[config.mk]
export PLATFORM = sky130hd
export DESIGN_NAME = mme_mac
export DESIGN_NICKNAME = d
export VERILOG_FILES = /design/src/hdl/mme_pkg.sv /design/src/hdl/mme_mac.sv
export SDC_FILE = /design/constraint.sdc
export NUM_CORES = 2
export LEC_CHECK = 0
export CAP_MARGIN = 10
export CORE_ASPECT_RATIO = 0.8
export CORE_MARGIN = 2
export CORE_UTILIZATION = 40
export CTS_CLUSTER_SIZE = 25
export DETAILED_ROUTE_END_ITERATION = 6
export DONT_BUFFER_PORTS = 1
export HOLD_SLACK_MARGIN = 0.15
export SLEW_MARGIN = 5
export SYNTH_ARGS = -nofsm -noshare
export SYNTH_HDL_FRONTEND = slang
export SYNTH_SLANG_ARGS = --single-unit
[constraint.sdc]
create_clock -name clk_i -period 8.9 [get_ports clk_i]
set_input_delay 0.445 -clock clk_i [delete_from_list [all_inputs] [get_ports clk_i]]
set_output_delay 0.445 -clock clk_i [all_outputs]
set_load 0.02 [all_outputs]
[src/hdl/mme_pkg.sv]
// shared types and constants of the matrix multiply engine
// transaction structs, request and register codes, arithmetic control
// no dependencies
`default_nettype none

package mme_pkg;

  // request codes of an input transaction
  localparam logic [1:0] REQ_LOAD_A = 2'd0;
  localparam logic [1:0] REQ_LOAD_B = 2'd1;
  localparam logic [1:0] REQ_START  = 2'd2;

  // configuration register indexes
  localparam logic [1:0] CFG_A_ROW_COUNT = 2'd0;
  localparam logic [1:0] CFG_A_COL_COUNT = 2'd1;
  localparam logic [1:0] CFG_B_ROW_COUNT = 2'd2;
  localparam logic [1:0] CFG_B_COL_COUNT = 2'd3;

  // fixed point format of the elements
  localparam int unsigned FRAC_BITS = 16;

  // dimension register width and its reset value
  localparam int unsigned CNT_W     = 4;
  localparam logic [CNT_W-1:0] CNT_RESET = 4'd8;

  typedef struct packed {
    logic [1:0]         req_type;
    logic [2:0]         elem_row;
    logic [2:0]         elem_col;
    logic signed [31:0] elem_value;
  } req_t;

  typedef struct packed {
    logic [2:0]         res_row;
    logic [2:0]         res_col;
    logic signed [31:0] res_value;
    logic               dim_error;
    logic               last_flag;
  } res_t;

  // control of the shared multiply-accumulate unit
  typedef struct packed {
    logic clear;
    logic load_prod;
    logic accumulate;
  } mac_ctrl_t;

endpackage

`default_nettype wire

[src/hdl/mme_mac.sv]
// shared multiply-accumulate unit: one product per step, wide sum,
// round to nearest (ties up) and saturate; uses mme_pkg
`default_nettype none

module mme_mac #(
  parameter int unsigned VALUE_WIDTH = 32,
  parameter int unsigned MAX_DIM     = 8
) (
  input  wire logic                          clk_i,
  input  wire logic                          rst_ni,
  input  wire mme_pkg::mac_ctrl_t            ctrl_i,
  input  wire logic signed [VALUE_WIDTH-1:0] a_i,
  input  wire logic signed [VALUE_WIDTH-1:0] b_i,
  output logic signed [VALUE_WIDTH-1:0]      sat_o
);

  localparam int unsigned PROD_W = 2 * VALUE_WIDTH;
  localparam int unsigned ACC_W  = PROD_W + $clog2(MAX_DIM) + 1;

  localparam logic signed [ACC_W-1:0] HALF_LSB = ACC_W'(1) << (mme_pkg::FRAC_BITS - 1);
  localparam logic signed [ACC_W-1:0] MAX_V    = (ACC_W'(1) << (VALUE_WIDTH - 1)) - ACC_W'(1);
  localparam logic signed [ACC_W-1:0] MIN_V    = ~MAX_V;

  logic signed [PROD_W-1:0] prod_q;
  logic signed [ACC_W-1:0]  acc_q, acc_d;
  logic signed [ACC_W-1:0]  rnd;
  logic signed [ACC_W-1:0]  shifted;

  // product register, one multiply per step
  always_ff @(posedge clk_i) begin
    if (ctrl_i.load_prod) begin
      prod_q <= a_i * b_i;
    end
  end

  // accumulator
  always_comb begin
    acc_d = acc_q;
    if (ctrl_i.clear) begin
      acc_d = '0;
    end else if (ctrl_i.accumulate) begin
      acc_d = acc_q + ACC_W'(prod_q);
    end
  end

  always_ff @(posedge clk_i or negedge rst_ni) begin
    if (!rst_ni) begin
      acc_q <= '0;
    end else begin
      acc_q <= acc_d;
    end
  end

  // rounding and saturation of the finished sum
  always_comb begin
    rnd     = acc_q + HALF_LSB;
    shifted = rnd >>> mme_pkg::FRAC_BITS;
    if (shifted > MAX_V) begin
      sat_o = MAX_V[VALUE_WIDTH-1:0];
    end else if (shifted < MIN_V) begin
      sat_o = MIN_V[VALUE_WIDTH-1:0];
    end else begin
      sat_o = shifted[VALUE_WIDTH-1:0];
    end
  end

endmodule

`default_nettype wire

# Yosys cells after proc, flatten, opt, wreduce, memory -nomap -nowiden
# Index checks and enable logic that the tools add are counted.
# classes
n_mul	1
add_sub_neg	2
n_reduce_logical	1
n_lt_le_gt_ge	2
muxes	4
# ops
cell	n
2-to-1 mux 68 bit	2
adder 68 x 17 -> 68 bit (second input constant)	1
adder 68 x 64 -> 68 bit	1
multiplier 32 x 32 -> 64 bit	1
2-to-1 mux 32 bit	2
greater-than comparator 52 x 32 -> 1 bit (second input constant)	1
< comparator 52 x 32 -> 1 bit (second input constant)	1
nonzero test 2 bit	1
# word_totals
in_bits	69
reg_bits	132

# Longest topological paths before layout
# logic_depth
word_depth	4
ltp_mapped	29
depth_no_buf	27

# Least setup slack after synthesis
# Ideal clock, no wire load.
# synth_path
path_kind	input to register
startpoint	input port b_i[2]
endpoint	register prod_q[63], data pin
arrival_ns	7.946
setup_time_ns	0.260
stages	25
setup_slack_ns	0.694
cell_sequence	clkbuf_1 nand2_1 inv_1 fa_1 fa_1 fa_1 fa_1 inv_1 fa_1 inv_1 fa_1 inv_1 fa_1 inv_1 fa_1 ha_1 clkbuf_1 nand4_1 or3_1 a211oi_1 nor2_1 a221oi_1 a31o_2 o41a_1 xnor2_1
# synth_between
elab_chain_len	1
# synth_rtl
item	line	text
start: declaration	mme_mac.sv:13	input wire logic signed [VALUE_WIDTH-1:0] b_i,
multiplier 32 x 32 -> 64 bit	mme_mac.sv:32	prod_q <= a_i * b_i;
end signal: assignment	mme_mac.sv:32	
end: declaration	mme_mac.sv:24	logic signed [PROD_W-1:0] prod_q;
# No other way between the ends.
# A chain may end at the register's enable or synchronous reset.

# Final worst setup path
# layout_path
startpoint	input port a_i[12]
endpoint	register prod_q[62], data pin
# layout_between
elab_chain_len	1
# layout_rtl
item	line	text
start: declaration	mme_mac.sv:12	input wire logic signed [VALUE_WIDTH-1:0] a_i,
multiplier 32 x 32 -> 64 bit	mme_mac.sv:32	
# No other way between the ends.

==> impl_metrics.toml <==
[yosys]
yosysWarningCount = 0
synthArstFlopShare_pct = 51.5
yosysSeqAreaShare_pct = 7.81
ys_seq_elements = 132
synth_nets = 6473
synth-edff-count = 64
ys_dominant_reg_cell = "sky130_fd_sc_hd__dfrtp_1"
netlist-cell-type-count = 82
mappedNetlistArea_um2 = 46400
mapped_avg_cell_area_um2 = 9.16
synthesis.instances = 5069

[cts]
tritoncts_clock_tree = "built"
cts_buf_count = 17
cts.clk_slew.worst_paths_ns = 0.07
number_of_sinks_driven_by_the_clock_tree = 132
ctsRootBufferMaster = "sky130_fd_sc_hd__clkbuf_16"
post_cts_resize_count = 0
worstSkewPairLatency_ns = 0.45
clk_path_buf_depth = 2
number_of_setup_buffers_added_after_cts = 0
htree_levels = 4

[setup_path]
startpoint_of_the_worst_slack_reg_to_reg_timing_path = "acc_q[31]"
worst_setup_path_end_kind = "flop"
critPathLaunchType = "primary input"
worst_r2r_path_depth = 11
critPathTopFamily = "adder cells"
crit_type = "primary input to flop"
cp.required_ns = 9.10
regToRegEndpoint = "acc_q[55]"
highest_fanout_seen_on_the_critical_path = 32
worstPathArrival_ns = 8.08
slowest_delay_ns = 0.56
critical_path.cell_chain = "and2_1 -> fa_1 -> fa_1 -> fa_1 -> inv_1 -> fa_1 -> inv_1 -> fa_1 -> ha_1 -> fa_1 -> inv_1 -> fa_1 -> inv_1 -> ha_1 -> and3_1 -> and3_1 -> o311ai_0 -> and3_1 -> o221a_2 -> o31ai_1 -> a41oi_1 -> o21ai_0 -> a41oi_1 -> xnor2_1"
most_frequent_cp_cell = "sky130_fd_sc_hd__fa_1"
worst_path_buffer_plus_inverter_count = 4
crit_path_start = "a_i[12]"
crit_slowest_cell = "sky130_fd_sc_hd__fa_1"
rrSetupSlack_ns = 4.22

[sta]
fin_crit_ns = 7.88
finalHoldViolations = 0
rsz0062_at_grt = "no"
min_period_over_period_pct = 88.5
report.final.slew_viol_count = 0
finalSetupViolations = 0
setup-tns-final_ns = 0
final.setup.worst_slack_ns = 1.02
fin_skew_ns = 0.0135
worstMarginPinSlew_ns = 1.09
max_freq_mhz = 127
timing.max_slew.rel_slack_pct = 26.6
whs_ns = 0.187

[detailed_routing]
avgViaCountPerCell = 5.30
detailroute.via_count = 33800
route.detailed.wl_per_inst_um = 20.5
final_antenna_net_count = 0
drt_pass1_iterations = 6
drt_iter0_markers = 2560
drc_errors = 0
totalWireLength_um = 131000

[final_layout]
final_common_cell = "sky130_fd_sc_hd__fa_1"
area_growth_pct = 3.66
num-nets-final = 6241
seq_area_um2 = 3620
multi_input_area_um2 = 37900
final.fill_count = 11400
layout-drive-gt1-share_pct = 1.44
mostFrequentLayoutCells = "sky130_fd_sc_hd__fa_1 (1083), sky130_fd_sc_hd__inv_1 (1034), sky130_fd_sc_hd__nand2_1 (601)"
layout.core_utilization_pct = 41.9

[place]
place_congestion = 0.895
pre_cts_ws_ns = 0.486
place_hpwl_um = 103000
numPortBuffers = 0

[run]
max_cap_viol_count = 0

[hold_path]
timing.hold.worst.start = "ctrl_i[2]"
capture_endpoint_of_the_worst_hold_path = "acc_q[47]"
hp-class = "primary input to flop"
worst_hold_path.num_cells = 1

[global_route]
globalRouteOverflowTotal = 0
grt_start_max_net_pins = 69
overall_global_routing_usage_pct = 23.0
grt_pass1_vias = 36900
grt_first_pass_wirelength_um = 212000
grt_antenna_before_repair = 4

[floorplanning]
die_area_um2 = 119000
initial_core_util_pct = 40.4
dieWidth_um = 385
io_pins = 101
fp.dieH_um = 309
core.rowCount = 111
placeableCoreArea_um2 = 115000

[outcome]
outcome = "finished clean"
## registers in the layout (all words and copies together), names as in the netlist
register,count
prod_q,64
acc_q,68
## per-layer routing
layer / vias to the layer above / wire, um / track usage, %
met5: - / 13 / 0
met4: 2 / 2710 / 4.71
met3: 161 / 10400 / 4.22
met2: 1175 / 58400 / 36.5
met1: 17500 / 59200 / 33.1
li1: 14900 / - / -
## through the flow
step	std cells	area [um^2]
final	6376	48100
after detailed placement	6336	47400
after global placement	6336	47400
after floorplan	5069	46400
after CTS	6374	48100
after global routing	6375	48100
## worst register-to-register path: stages, from the launching register on
cell	delay (ns)
sky130_fd_sc_hd__dfrtp_1	0.49
sky130_fd_sc_hd__ha_1	0.54
sky130_fd_sc_hd__nand4_1	0.32
sky130_fd_sc_hd__or4_1	0.75
sky130_fd_sc_hd__or4b_1	0.54
sky130_fd_sc_hd__a311oi_1	0.78
sky130_fd_sc_hd__nor3_1	0.13
sky130_fd_sc_hd__o21a_1	0.27
sky130_fd_sc_hd__o21ai_1	0.31
sky130_fd_sc_hd__a31o_2	0.23
sky130_fd_sc_hd__and2_1	0.13
sky130_fd_sc_hd__o32ai_1	0.07
## repair_timing
action / 4_1_cts / 5_1_grt
endpoints found under the setup margin: 0 / 0
endpoints found under the hold margin: 167 / 0
hold buffers: 6 / 0
## cell families after synthesis
family                   share of synthesized area (%)
flip-flops                                        7.81
buffers and inverters                             10.6
multiplexers                                     0.908
adder cells (fa/ha/maj)                           53.5
AO/OA/AOI/OAI                                     7.47
XOR/XNOR                                          2.91
AND/OR/NAND/NOR                                   16.8
## area by class of cell
cell class              instances  area share [%]
diodes                          1         0.00520
well taps                    1525            3.97
repair buffers                 17           0.442
inverters                    1035            8.07
clock inverters                14           0.369
multi-input cells            3634            78.7
clock buffers                  18           0.892
flip-flops and latches        132            7.53
## cell usage after synthesis, drive strengths merged (5+ instances only)
cell type	number	share of area [%]
fa	1083	47
inv	1034	8.4
nand2	602	4.9
and2	521	7.0
clkbuf	256	2.1
ha	252	6.8
nor2	179	1.4
a21oi	158	1.7
o21ai	126	1.4
xnor2	97	1.8
a21o	80	1.3
dfrtp	68	3.7
edfxtp	64	4.1
nand3	63	0.69
xor2	57	1.1
mux2i	41	0.88
nand4	39	0.53
and3	32	0.43
nor3	30	0.32
a211oi	23	0.37
nand2b	23	0.31
o21bai	22	0.36
o21a	20	0.32
a31oi	16	0.22
nand3b	13	0.21
buf	12	0.16
nor2b	12	0.16
o22ai	10	0.13
nor3b	9	0.15
o211ai	9	0.15
a2111oi	8	0.15
a311oi	7	0.13
a31o	7	0.13
o31ai	7	0.11
or4	7	0.12
nor4	6	0.13
nor4b	6	0.11
a221o	5	0.11
a221oi	5	0.094
and4	5	0.094
## how the worst max path moves through the flow
stage | depth (start not counted) | slack [ns] | endpoint
after floorplan | 25 | 0.69 | prod_q[63]
after global placement | 25 | 0.63 | prod_q[63]
after detailed placement | 24 | 0.49 | prod_q[62]
after CTS | 24 | 0.94 | prod_q[62]
after global routing | 24 | 0.45 | prod_q[62]
final | 24 | 1.02 | prod_q[62]
Power is not shown: default switching activity piles up to over one toggle a cycle in this logic, so the estimate is an artifact.
